## config.mk

```make
export PLATFORM = sky130hd
export DESIGN_NAME = ordered_dither_rgb565_to_palette_top
export DESIGN_NICKNAME = d
export VERILOG_FILES = /design/src/design/odpal_pkg.sv /design/src/design/ordered_dither_rgb565_to_palette_top.sv
export SDC_FILE = /design/constraint.sdc
export NUM_CORES = 1
export LEC_CHECK = 0
export ABC_CLOCK_PERIOD_IN_PS = 15100
export BUFFER_PORTS_ARGS = -buffer_cell sky130_fd_sc_hd__buf_2
export CAP_MARGIN = 10
export CORE_MARGIN = 8
export CORE_UTILIZATION = 30
export CTS_BUF_LIST = sky130_fd_sc_hd__clkbuf_4 sky130_fd_sc_hd__clkbuf_8
export DETAILED_ROUTE_END_ITERATION = 8
export MAX_ROUTING_LAYER = met4
export PLACE_DENSITY = 0.45
export SLEW_MARGIN = 40
export SYNTH_ARGS = -nofsm -noshare
export SYNTH_HDL_FRONTEND = slang
export SYNTH_SLANG_ARGS = --single-unit
```

## constraint.sdc

```tcl
create_clock -name clk -period 15.1 [get_ports clk]
set_input_delay 2.265 -clock clk [delete_from_list [all_inputs] [get_ports clk]]
set_output_delay 2.265 -clock clk [all_outputs]
set_load 0.02 [all_outputs]
```

## src/design/odpal_pkg.sv

```systemverilog
`timescale 1ns / 1ps
// ----------------------------------------------------------------------------
// odpal_pkg
// shared types, constants and the 4x4 bayer kernel for the palette ditherer
// ----------------------------------------------------------------------------
package odpal_pkg;

  localparam int unsigned CUBE_SIZE    = 225;
  localparam int unsigned RED_STRIDE   = 45;
  localparam int unsigned GREEN_STRIDE = 5;

  localparam int unsigned PIXEL_W  = 16;
  localparam int unsigned PHASE_W  = 2;
  localparam int unsigned SLOT_W   = 8;
  localparam int unsigned COLOR_W  = 8;
  localparam int unsigned CUBE_W   = 8;
  localparam int unsigned IN_DATA_W  = 40;
  localparam int unsigned OUT_DATA_W = 16;

  localparam logic [CUBE_W-1:0] CUBE_LAST = CUBE_W'(CUBE_SIZE - 1);

  typedef enum logic {
    CMD_LOAD   = 1'b0,
    CMD_DITHER = 1'b1
  } command_t;

  // bayer kernel value by {row, column}
  function automatic logic [3:0] bayer4(input logic [PHASE_W-1:0] row,
                                        input logic [PHASE_W-1:0] col);
    logic [3:0] k;
    unique case ({row, col})
      4'd0:  k = 4'd0;
      4'd1:  k = 4'd8;
      4'd2:  k = 4'd2;
      4'd3:  k = 4'd10;
      4'd4:  k = 4'd12;
      4'd5:  k = 4'd4;
      4'd6:  k = 4'd14;
      4'd7:  k = 4'd6;
      4'd8:  k = 4'd3;
      4'd9:  k = 4'd11;
      4'd10: k = 4'd1;
      4'd11: k = 4'd9;
      4'd12: k = 4'd15;
      4'd13: k = 4'd7;
      4'd14: k = 4'd13;
      default: k = 4'd5;
    endcase
    return k;
  endfunction

endpackage

```

## src/design/ordered_dither_rgb565_to_palette_top.sv

```systemverilog
`timescale 1ns / 1ps
// ----------------------------------------------------------------------------
// ordered_dither_rgb565_to_palette_top
// 4x4 ordered dither of rgb565 pixels to 8-bit palette indexes
// ----------------------------------------------------------------------------
// usage: each input transaction is a load or a dither command, chosen by
// s_axis_tuser. a load writes palette_value into the palette memory at
// palette_slot (slots above 224 are dropped) and gives no output. a dither
// quantizes the pixel with the bayer kernel picked by row and column phase,
// forms the cube position r*45+g*5+b and reads the palette byte there; one
// output transaction carries the byte and the cube position.
// a dither result passes the synchronous palette read and then the output
// register before it shows on m_axis.
// throughput: one transaction per cycle unless the receiver stalls, set
// by the single-port palette memory that takes one read or one write per
// cycle. a load is visible to a dither accepted in the very next cycle.
// reset clears the pipeline valids; the palette memory is not cleared, and
// a slot must be loaded before it is read. when the receiver stalls, the
// output register and the read stage hold and s_axis_tready drops once
// both are full.
// ----------------------------------------------------------------------------
module ordered_dither_rgb565_to_palette_top (
  input  logic        clk,
  input  logic        rst,
  input  logic        s_axis_tvalid,
  output logic        s_axis_tready,
  // pixel[15:0], column_phase[17:16], row_phase[19:18],
  // palette_slot[27:20], palette_value[35:28], zero fill[39:36]
  input  logic [odpal_pkg::IN_DATA_W-1:0] s_axis_tdata,
  // command[0]
  input  logic        s_axis_tuser,
  output logic        m_axis_tvalid,
  input  logic        m_axis_tready,
  // color_index[7:0], cube_index[15:8]
  output logic [odpal_pkg::OUT_DATA_W-1:0] m_axis_tdata
);

  logic [odpal_pkg::PIXEL_W-1:0] pixel;
  logic [odpal_pkg::PHASE_W-1:0] column_phase;
  logic [odpal_pkg::PHASE_W-1:0] row_phase;
  logic [odpal_pkg::SLOT_W-1:0]  palette_slot;
  logic [odpal_pkg::COLOR_W-1:0] palette_value;

  logic [3:0] k;
  logic [5:0] red_sum;
  logic [5:0] green_sum;
  logic [5:0] blue_sum;
  logic [2:0] red_lvl;
  logic [3:0] green_lvl;
  logic [2:0] blue_lvl;
  logic [8:0] cube_sum;
  logic [odpal_pkg::CUBE_W-1:0] cube;

  logic accept;
  logic is_dither;
  logic out_free;
  logic move;

  logic [odpal_pkg::COLOR_W-1:0] palette_mem [0:odpal_pkg::CUBE_SIZE-1];
  logic [odpal_pkg::COLOR_W-1:0] rd_data;

  logic                          rd_valid;
  logic [odpal_pkg::CUBE_W-1:0]  rd_cube;
  logic                          out_valid;
  logic [odpal_pkg::COLOR_W-1:0] out_color;
  logic [odpal_pkg::CUBE_W-1:0]  out_cube;

  assign pixel         = s_axis_tdata[15:0];
  assign column_phase  = s_axis_tdata[17:16];
  assign row_phase     = s_axis_tdata[19:18];
  assign palette_slot  = s_axis_tdata[27:20];
  assign palette_value = s_axis_tdata[35:28];

  // cube position of the dithered pixel
  always_comb begin
    k         = odpal_pkg::bayer4(row_phase, column_phase);
    red_sum   = {1'b0, pixel[15:11]} + {3'b000, k[3:1]};
    green_sum = {1'b0, pixel[10:6]} + {4'b0000, k[3:2]};
    blue_sum  = {1'b0, pixel[4:0]} + {3'b000, k[3:1]};
    red_lvl   = red_sum[5:3];
    green_lvl = green_sum[5:2];
    blue_lvl  = blue_sum[5:3];
    cube_sum  = 9'(red_lvl * 9'(odpal_pkg::RED_STRIDE))
              + 9'(green_lvl * 9'(odpal_pkg::GREEN_STRIDE))
              + {6'b000000, blue_lvl};
    if (cube_sum >= 9'(odpal_pkg::CUBE_SIZE)) begin
      cube = odpal_pkg::CUBE_LAST;
    end else begin
      cube = cube_sum[odpal_pkg::CUBE_W-1:0];
    end
  end

  assign out_free      = !out_valid || m_axis_tready;
  assign move          = rd_valid && out_free;
  assign s_axis_tready = !rd_valid || out_free;
  assign accept        = s_axis_tvalid && s_axis_tready;
  assign is_dither     = (s_axis_tuser == odpal_pkg::CMD_DITHER);

  // palette memory, one access per cycle
  always_ff @(posedge clk) begin
    if (accept && !is_dither && (palette_slot < odpal_pkg::SLOT_W'(odpal_pkg::CUBE_SIZE))) begin
      palette_mem[palette_slot] <= palette_value;
    end
    if (accept && is_dither) begin
      rd_data <= palette_mem[cube];
      rd_cube <= cube;
    end
  end

  always_ff @(posedge clk) begin
    if (rst) begin
      rd_valid <= 1'b0;
    end else if (accept) begin
      rd_valid <= is_dither;
    end else if (move) begin
      rd_valid <= 1'b0;
    end
  end

  always_ff @(posedge clk) begin
    if (rst) begin
      out_valid <= 1'b0;
    end else if (move) begin
      out_valid <= 1'b1;
    end else if (m_axis_tready) begin
      out_valid <= 1'b0;
    end
  end

  always_ff @(posedge clk) begin
    if (move) begin
      out_color <= rd_data;
      out_cube  <= rd_cube;
    end
  end

  assign m_axis_tvalid = out_valid;
  assign m_axis_tdata  = {out_cube, out_color};

  // checks
  a_dither_reaches_read: assert property (@(posedge clk) disable iff (rst)
    (accept && is_dither) |=> rd_valid)
    else $error("dither transaction lost before palette read");

  a_load_no_result: assert property (@(posedge clk) disable iff (rst)
    (accept && !is_dither) |=> !rd_valid)
    else $error("load transaction produced a read stage entry");

  a_full_stalls_input: assert property (@(posedge clk) disable iff (rst)
    (rd_valid && out_valid && !m_axis_tready) |-> !s_axis_tready)
    else $error("input accepted while pipeline is full");

  a_cube_in_range: assert property (@(posedge clk) disable iff (rst)
    rd_valid |-> (rd_cube <= odpal_pkg::CUBE_LAST))
    else $error("cube position out of range");

  a_move_to_output: assert property (@(posedge clk) disable iff (rst)
    move |=> (out_valid && (out_cube == $past(rd_cube))))
    else $error("read stage not transferred to output register");

endmodule
```

# Word level (Yosys, flattened, before mapping)
# Memories as Yosys holds them, arrays and structs flattened. A register that Yosys moved wholly into a read port is not among the register bits.
# Cells that the tools add are included.
[totals]
ff_bits = 26
ramBits = 1800
mem_bits_ro = 64
inputBits = 45
elab_cells = 35
mem_count = 2
[classes]
addsub = 5
multipliers = 2
order_cmp = 2
muxes = 7
reduce_logical = 12
[mem_list]
columns = ["memory", "words", "width", "read_ports", "rd_clocked_by_memory_dff", "wr", "line", "text"]
rows = [
  ["palette_mem", 225, 8, 1, 1, 1, "ordered_dither_rgb565_to_palette_top.sv:59", "logic [odpal_pkg::COLOR_W-1:0] palette_mem [0:odpal_pkg::CUBE_SIZE-1];"],
  ["(name not given)", 16, 4, 1, 0, 0, "odpal_pkg.sv:31", "unique case ({row, col})"],
]
[op_table]
columns = ["op", "count"]
rows = [
  ["$add 5x3->6", 2],
  ["$add 9x3->9", 1],
  ["$add 9x7->9", 1],
  ["$ge 9x8->1 const B", 1],
  ["$mul 3x6->9 const B", 1],
  ["$lt 8x8->1 const B", 1],
  ["$mux 8", 1],
  ["$mul 4x3->7 const B", 1],
  ["$add 5x2->6", 1],
  ["$mux 1", 6],
  ["$logic_and 1x1->1", 5],
  ["$reduce_bool 2->1", 2],
  ["$logic_not 1->1", 3],
  ["$logic_or 1x1->1", 2],
]

# Logic depth before layout (Yosys ltp)
# Gate-level depths: netlist (run 1).
[depth]
word_depth = 8
depth_mapped = 30
mapped_depth_nobuf = 26

# Least setup slack after synthesis (run 1)
# Ideal clock, no wire load.
[synth_timing]
kind = "input to register"
start = "input s_axis_tdata[12] (netlist name)"
end = "register rd_data[6] (netlist name) (read register of palette_mem) (data pin)"
setup_time_ns = 0.261
arrival_time_ns = 7.891
slack_ns = 6.948
cell_stages = 26
cell_sequence = "ha_1 a31o_2 a21oi_1 nor2b_1 xor2_1 ha_1 inv_1 fa_1 inv_1 fa_1 ha_1 ha_1 or2_1 a41o_4 o41a_1 buf_6 a21oi_4 nand2_4 buf_2 buf_2 o21ai_1 a31oi_1 o32ai_1 a2bb2oi_1 o21ai_1 a221o_1"
[synth_between]
elab_chain_len = 6
[synth_rtl]
columns = ["item", "line", "text"]
rows = [
  ["from (decl)", "ordered_dither_rgb565_to_palette_top.sv:29", "input logic [odpal_pkg::IN_DATA_W-1:0] s_axis_tdata,"],
  ["$add 5x3->6 *", "ordered_dither_rgb565_to_palette_top.sv:77", "red_sum = {1'b0, pixel[15:11]} + {3'b000, k[3:1]};"],
  ["$mul 3x6->9 *", "ordered_dither_rgb565_to_palette_top.sv:83", "cube_sum = 9'(red_lvl * 9'(odpal_pkg::RED_STRIDE))"],
  ["$add 9x7->9 *", "ordered_dither_rgb565_to_palette_top.sv:84", "+ 9'(green_lvl * 9'(odpal_pkg::GREEN_STRIDE))"],
  ["$add 9x3->9 *", "ordered_dither_rgb565_to_palette_top.sv:85", "+ {6'b000000, blue_lvl};"],
  ["$ge 9x8->1", "ordered_dither_rgb565_to_palette_top.sv:86", "if (cube_sum >= 9'(odpal_pkg::CUBE_SIZE)) begin"],
  ["$mux 8 *", "ordered_dither_rgb565_to_palette_top.sv:86", ""],
  ["to (decl)", "ordered_dither_rgb565_to_palette_top.sv:60", "logic [odpal_pkg::COLOR_W-1:0] rd_data;"],
]
# Mark *: on every way between the ends. The rest lies on a longest branch, timed or not.
# A chain may end at the register's enable or synchronous reset.

# Worst setup path in the final report (run 1)
[layout_timing]
start = "input s_axis_tdata[18] (netlist name)"
end = "register rd_data[1] (netlist name) (read register of palette_mem) (data pin)"
[layout_between]
elab_chain_len = 7
[layout_rtl]
columns = ["item", "line"]
rows = [
  ["$mem_v2 16x4 *", "--"],
  ["$add 5x3->6 or $add 5x2->6 (tied branches)", "ordered_dither_rgb565_to_palette_top.sv:77, ordered_dither_rgb565_to_palette_top.sv:78"],
  ["$mul 3x6->9 or $mul 4x3->7 (tied branches)", "ordered_dither_rgb565_to_palette_top.sv:83, ordered_dither_rgb565_to_palette_top.sv:84"],
  ["$add 9x7->9", "ordered_dither_rgb565_to_palette_top.sv:84"],
  ["$add 9x3->9 *", "ordered_dither_rgb565_to_palette_top.sv:85"],
  ["$ge 9x8->1", "ordered_dither_rgb565_to_palette_top.sv:86"],
  ["$mux 8 *", "ordered_dither_rgb565_to_palette_top.sv:86"],
]
# Marked as above.

==> results of run 1 <==
cells in the final DEF (no fill, tap or decap), types with 16 or more instances in the layout:
master and n:
and3_1 18, nor3_1 98, nand2_1 288, clkinv_1 68, edfxtp_1 1832, mux2i_1 317
nand3_1 46, nor2b_1 17, a211oi_1 18, o22a_1 17, a31o_2 24, clkinv_2 19
buf_4 101, a221o_1 16, o21ai_0 317, nor2_2 147, nand2b_1 16, a32oi_1 27
nand2_2 16, o221a_2 22, ha_1 28, a31oi_1 36, o22ai_1 144, nor2_1 403
o221ai_1 208, buf_2 49, clkbuf_8 341, mux2_2 31, diode_2 25, o211ai_1 25
a21oi_1 230, clkbuf_4 111
flip-flops by register name, summed over array words and instances (netlist names):
signal and cells:
rd_cube 8, out_cube 8, palette_mem 1800, rd_valid 1, out_color 8, m_axis_tvalid 1, rd_data 8
worst max-delay path, cell delays in order:
cell and delay (ns):
buf_2 0.13, xor2_1 0.26, ha_1 0.28, a21oi_1 0.20
nor2b_1 0.10, xor2_1 0.35, ha_1 0.21, inv_1 0.06
fa_1 0.54, inv_1 0.06, fa_1 0.46, ha_1 0.29
ha_1 0.41, or2_1 0.31, a41o_4 0.32, xor2_2 0.56
o2111ai_4 0.55, buf_4 0.39, nand3_4 0.51, buf_4 0.69
buf_4 0.47, o22a_1 0.19, o21ai_0 0.20, o22ai_1 0.17
o311ai_1 0.18, o31ai_1 0.83, a22o_1 0.26
metrics by stage:
stage                     area, um^2  cells  utilization [%]
final                          85100   8695             34.6
after CTS                      84800   8668             34.4
after detailed placement       78900   8127             32.0
after global routing           85100   8684             34.6
after floorplan                74300   4988                -
after global placement         78400   8123             31.9
area by class of cell:
class	instances	area share (%)
Antenna cell	25	0.0735
Sequential cell	1834	64.7
Tap cell	3312	4.87
Timing Repair Buffer	175	1.67
Multi-Input combinational cell	2787	21.6
Clock buffer	444	6.37
Inverter	21	0.107
Clock inverter	97	0.557
synthesized netlist by cell type, types with 9 or more instances:
cell,instances
a221o_1,16
o311a_1,11
o211ai_1,25
clkbuf_1,214
and2_1,9
edfxtp_1,1832
or3_1,12
a31o_2,24
o221a_2,22
nand2b_1,16
a21o_1,10
o2111ai_1,11
nor3_1,99
nor4_1,13
o22a_1,17
a32oi_1,27
a221oi_1,13
a22o_1,14
nand2_1,311
a31oi_1,36
nor2b_1,18
buf_2,70
inv_1,16
nor2_1,550
o221ai_1,208
mux4_2,15
a21oi_1,232
and3_1,18
nand3_1,54
mux2i_1,317
ha_1,30
mux2_2,31
a211oi_1,18
o31ai_1,21
o21ai_0,317
a211o_1,15
o22ai_1,144
buf_1,47
worst max path at each step:
stage          slack, ns             start  depth (start not counted)              endpoint
6_report            4.63  s_axis_tdata[18]                         27  rd_data[1]$_DFFE_PP_
5_1_grt             4.37  s_axis_tdata[18]                         27  rd_data[1]$_DFFE_PP_
4_1_cts             4.54  s_axis_tdata[18]                         27  rd_data[0]$_DFFE_PP_
3_5_place_dp        3.43  s_axis_tdata[18]                         27  rd_data[0]$_DFFE_PP_
3_3_place_gp        3.44  s_axis_tdata[18]                         27  rd_data[0]$_DFFE_PP_
2_1_floorplan       6.95  s_axis_tdata[12]                         26  rd_data[6]$_DFFE_PP_
per-layer routing:
metal / share of wire (%) / global-route usage [%] / vias up / routed length, um
met4: 2.8 / 5.73 / 0 / 7170
met3: 6.5 / 3.29 / 428 / 16500
met5: 0 / - / - / 0
met1: 44 / 25.7 / 24100 / 112000
li1: - / - / 20100 / -
met2: 46 / 29.4 / 1851 / 117000
logic make-up after synthesis:
kind of cell | Yosys count | share of synthesized area [%]
muxes | 363 | 5.20
DFF | 1834 | 74.1
AOI/OAI and AO/OA | 1243 | 11.3
xor gates and xnor gates | 12 | 0.152
and+or+nand+nor | 1131 | 6.43
buffers and inverters | 367 | 2.07
adders and majority gates | 38 | 0.721
==> results_dict.tcl, run 1 <==
set metrics [dict create \
    synthDistinctLibCells 84 \
    grt_pass1_vias 45500 \
    layout.nets 5229 \
    firstDrtPassIters 6 \
    ys_seq_area_share_pct 74.1 \
    ios 63 \
    drc 0 \
    fillers 23900 \
    synth_warnings 0 \
    synth.area.top_cells "edfxtp_1, mux2i_1, nor2_1, o221ai_1, o21ai_0" \
    drive_above_1_share_pct 18.0 \
    synth_ff_type "edfxtp_1" \
    syn2layout_area_growth_pct 14.5 \
    rows 182 \
    clkTransAtPathRegs_ns 0.06 \
    antenna_found_initial 26 \
    min_path_cells 0 \
    regArea_mm2 0.0551 \
    synth.largest_area_cell "edfxtp_1" \
    critPathKind "primary input to flop" \
    r2r_start "m_axis_tvalid$_SDFFE_PP0P_" \
    status "finished, final reports clean" \
    layout_min_cycle_time_ns 10.47 \
    drt_wl_total_um 253000 \
    slew_viol_final 0 \
    rsz0062_at_grt "no" \
    worstMarginPinSlew_ns 0.934 \
    critPathArrivalTime_ns 11.35 \
    clk_latency_ns 1.03 \
    ctsResizeCount 0 \
    r2r_end "palette_mem[104][5]$_DFFE_PP_" \
    min-delay-start "rd_cube[7]$_DFFE_PP_" \
    dp_hpwl_um 152000 \
    crit_required_ns 15.98 \
    cts_buffers 327 \
    dr.first_iter.drc_count 4967 \
    htree_num_levels 5 \
    grt_max_degree 162 \
    async_flop_share_pct 0 \
    root_buffer "clkbuf_8" \
    finalHoldViolations 0 \
    skew_ns 0.0788 \
    wl_per_cell_um 29.1 \
    multi_input_area_mm2 0.0184 \
    grt_overflow 0 \
    synth_edf_count 1832 \
    vias_per_cell 5.34 \
    rrSetupSlack_ns 11.73 \
    gr-usage-all-layers_pct 19.0 \
    postCtsSetupRepairBufs 0 \
    holdWs_ns 0.417 \
    fp.dieArea_mm2 0.264 \
    relSlewSlack_pct 37.7 \
    start_kind "primary input" \
    setup_viol_count_final 0 \
    start_util_pct 30.2 \
    ys_ff_latch 1834 \
    core_mm2 0.246 \
    end_kind "flop" \
    setup_tns_ns 0 \
    synth_top_area_share_pct 74.1 \
    clock_path_buffers 4 \
    gp_congestion 0.826 \
    dp_slack_ns 3.43 \
    cts.sinks 1834 \
    io_buffers 57 \
    vias 46400 \
    grt_pass1_wl_um 353000 \
    synthCells 4988 \
    avgSynthCellArea_um2 14.9 \
    fin_ws_ns 4.63 \
    cts_tree "done" \
    syn_area_mm2 0.0743 \
    hold_buffers 0 \
    dieWidth_um 514 \
    worstHoldPathType "flop to flop" \
    whs_endpoint "out_cube[7]$_DFFE_PP_" \
    synth_nets 5071 \
    max_cap_viol_count 0 \
    max_freq_ghz 0.0955 \
    die_y_um 514 \
    ant_nets 0 \
    period_share_pct 69.4 \
    worst-r2r-cell-count 8 \
    critPathMaxFanout 38 \
]
Power of run 1 is left out: the tool's default activity adds up to more than one toggle a clock period on the data nets, which glitch-free logic cannot reach.
==> run 2: changes to the inputs <==
ABC_CLOCK_PERIOD_IN_PS = 9100   (was 15100)
PLACE_DENSITY = 0.46   (was 0.45)
clock period = 9.1 ns   (was 15.1 ns; I/O delays follow)
==> run 2 against run 1 <==
Register-to-register slack got worse by 5.9 ns. Global-route usage is 0.30 points higher. Final area rose by 1.3%. Count of clock-buffer cells in the layout shrank 4. Core utilization up 0.44 points. Final cell count rose by 1.5%. Non-clock buffer count is 125 higher. Worst hold slack got worse by 0.012 ns. Wire length rose by 1.4%.
==> results_dict.tcl, run 2 (synthesis results as in run 1) <==
set metrics [dict create \
    status "finished, final reports clean" \
    rsz0062_at_grt "no" \
    dieWidth_um 514 \
    grt_pass1_wl_um 359000 \
    finalHoldViolations 0 \
    clock_path_buffers 4 \
    gp_congestion 0.860 \
    core_mm2 0.246 \
    drive_above_1_share_pct 19.5 \
    setup_tns_ns 0 \
    largest_reg_flops 1800 \
    start_kind "primary input" \
    drt_wl_total_um 257000 \
    worstMarginPinSlew_ns 0.901 \
    vias_per_cell 5.35 \
    final_common_cell "edfxtp_1" \
    layout_common_cells "edfxtp_1, nor2_1, clkbuf_8, mux2i_1, o21ai_0" \
    firstDrtPassIters 6 \
    dp_hpwl_um 157000 \
    antenna_found_initial 15 \
    max_freq_ghz 0.126 \
    crit_required_ns 9.89 \
    end_kind "flop" \
    wl_per_cell_um 29.1 \
    start_util_pct 30.2 \
    cts_tree "done" \
    worst_path_most_repeated_cell "ha_1" \
    grt_max_degree 149 \
    ctsResizeCount 0 \
    relSlewSlack_pct 39.7 \
    ant_nets 0 \
    crit_buf_inv 7 \
    slew_viol_final 0 \
    max_cap_viol_count 0 \
    hold_buffers 0 \
    cts.sinks 1834 \
    setup_viol_count_final 0 \
    cp_top_family "compound AO/OA/AOI/OAI gates" \
    cts_buffers 327 \
    root_buffer "clkbuf_8" \
    ios 63 \
    skew_ns 0.0794 \
    grt_pass1_vias 46200 \
    htree_num_levels 5 \
    clk_latency_ns 1.05 \
    dr.first_iter.drc_count 5324 \
    rows 182 \
    gr-usage-all-layers_pct 19.3 \
    max_stage_delay_ns 0.50 \
    period_share_pct 87.3 \
    grt_overflow 0 \
    layout_min_cycle_time_ns 7.94 \
    critPathKind "primary input to flop" \
    clkTransAtPathRegs_ns 0.06 \
    worstHoldPathType "flop to flop" \
    critPathMaxFanout 17 \
    die_y_um 514 \
    io_buffers 57 \
    top_register "palette_mem" \
    cp_slowest_cell "fa_1" \
    critPathArrivalTime_ns 8.74 \
    postCtsSetupRepairBufs 0 \
    syn2layout_area_growth_pct 16.0 \
    fp.dieArea_mm2 0.264 \
    layout.nets 5354 \
    drc 0 \
    vias 47200 \
]
run 2: cell type report:
class,instances,area (um^2)
clock inverters,112,519
well taps,3312,4140
multi-input cells,2787,18300
clock buffers,440,5370
inverters,21,88.8
flip-flops and latches,1834,55100
fillers,23800,160000
repair buffers,300,2660
diodes,17,42.5
run 2: metal layers:
metal  track usage [%]  share of wire, %  vias up
met4              5.74               3.0        0
li1                  -                 -    20300
met2              29.4                46     1813
met3              3.62               6.8      419
met5                 -                 0        -
met1              26.3                45    24600
run 2: worst paths after layout:
kind,start,to,slack (ns),depth (start not counted)
min,rd_cube[0]$_DFFE_PP_,out_cube[0]$_DFFE_PP_,0.41,0
max,s_axis_tdata[18],rd_data[6]$_DFFE_PP_,1.16,29
max reg2reg,m_axis_tvalid$_SDFFE_PP0P_,palette_mem[80][7]$_DFFE_PP_,5.83,8
min reg2reg,rd_cube[0]$_DFFE_PP_,out_cube[0]$_DFFE_PP_,0.41,0
run 2: worst reg2reg max path, stage by stage, from the launching register on:
cell	delay, ns
dfxtp_1	0.30
nor2b_1	0.17
nand2_1	0.13
nand2_1	0.09
nor2_1	0.35
nand2_1	0.11
nor2_1	0.33
nand2_2	0.52
nor2_1	0.86
run 2: metrics by stage:
step | hold WS (ns) | instances | setup slack (ns) | area (um^2) | util (%)
floorplan | 0.400 | 4988 | 1.85 | 74300 | -
global placement | 0.404 | 8247 | 0.207 | 79600 | 32.3
detailed placement | 0.410 | 8249 | 0.220 | 79900 | 32.5
CTS | 0.384 | 8801 | 1.31 | 85800 | 34.9
global route | 0.413 | 8816 | 0.791 | 86100 | 35.0
finish | 0.405 | 8823 | 1.16 | 86200 | 35.0
Power of run 2 is left out for the same reason.
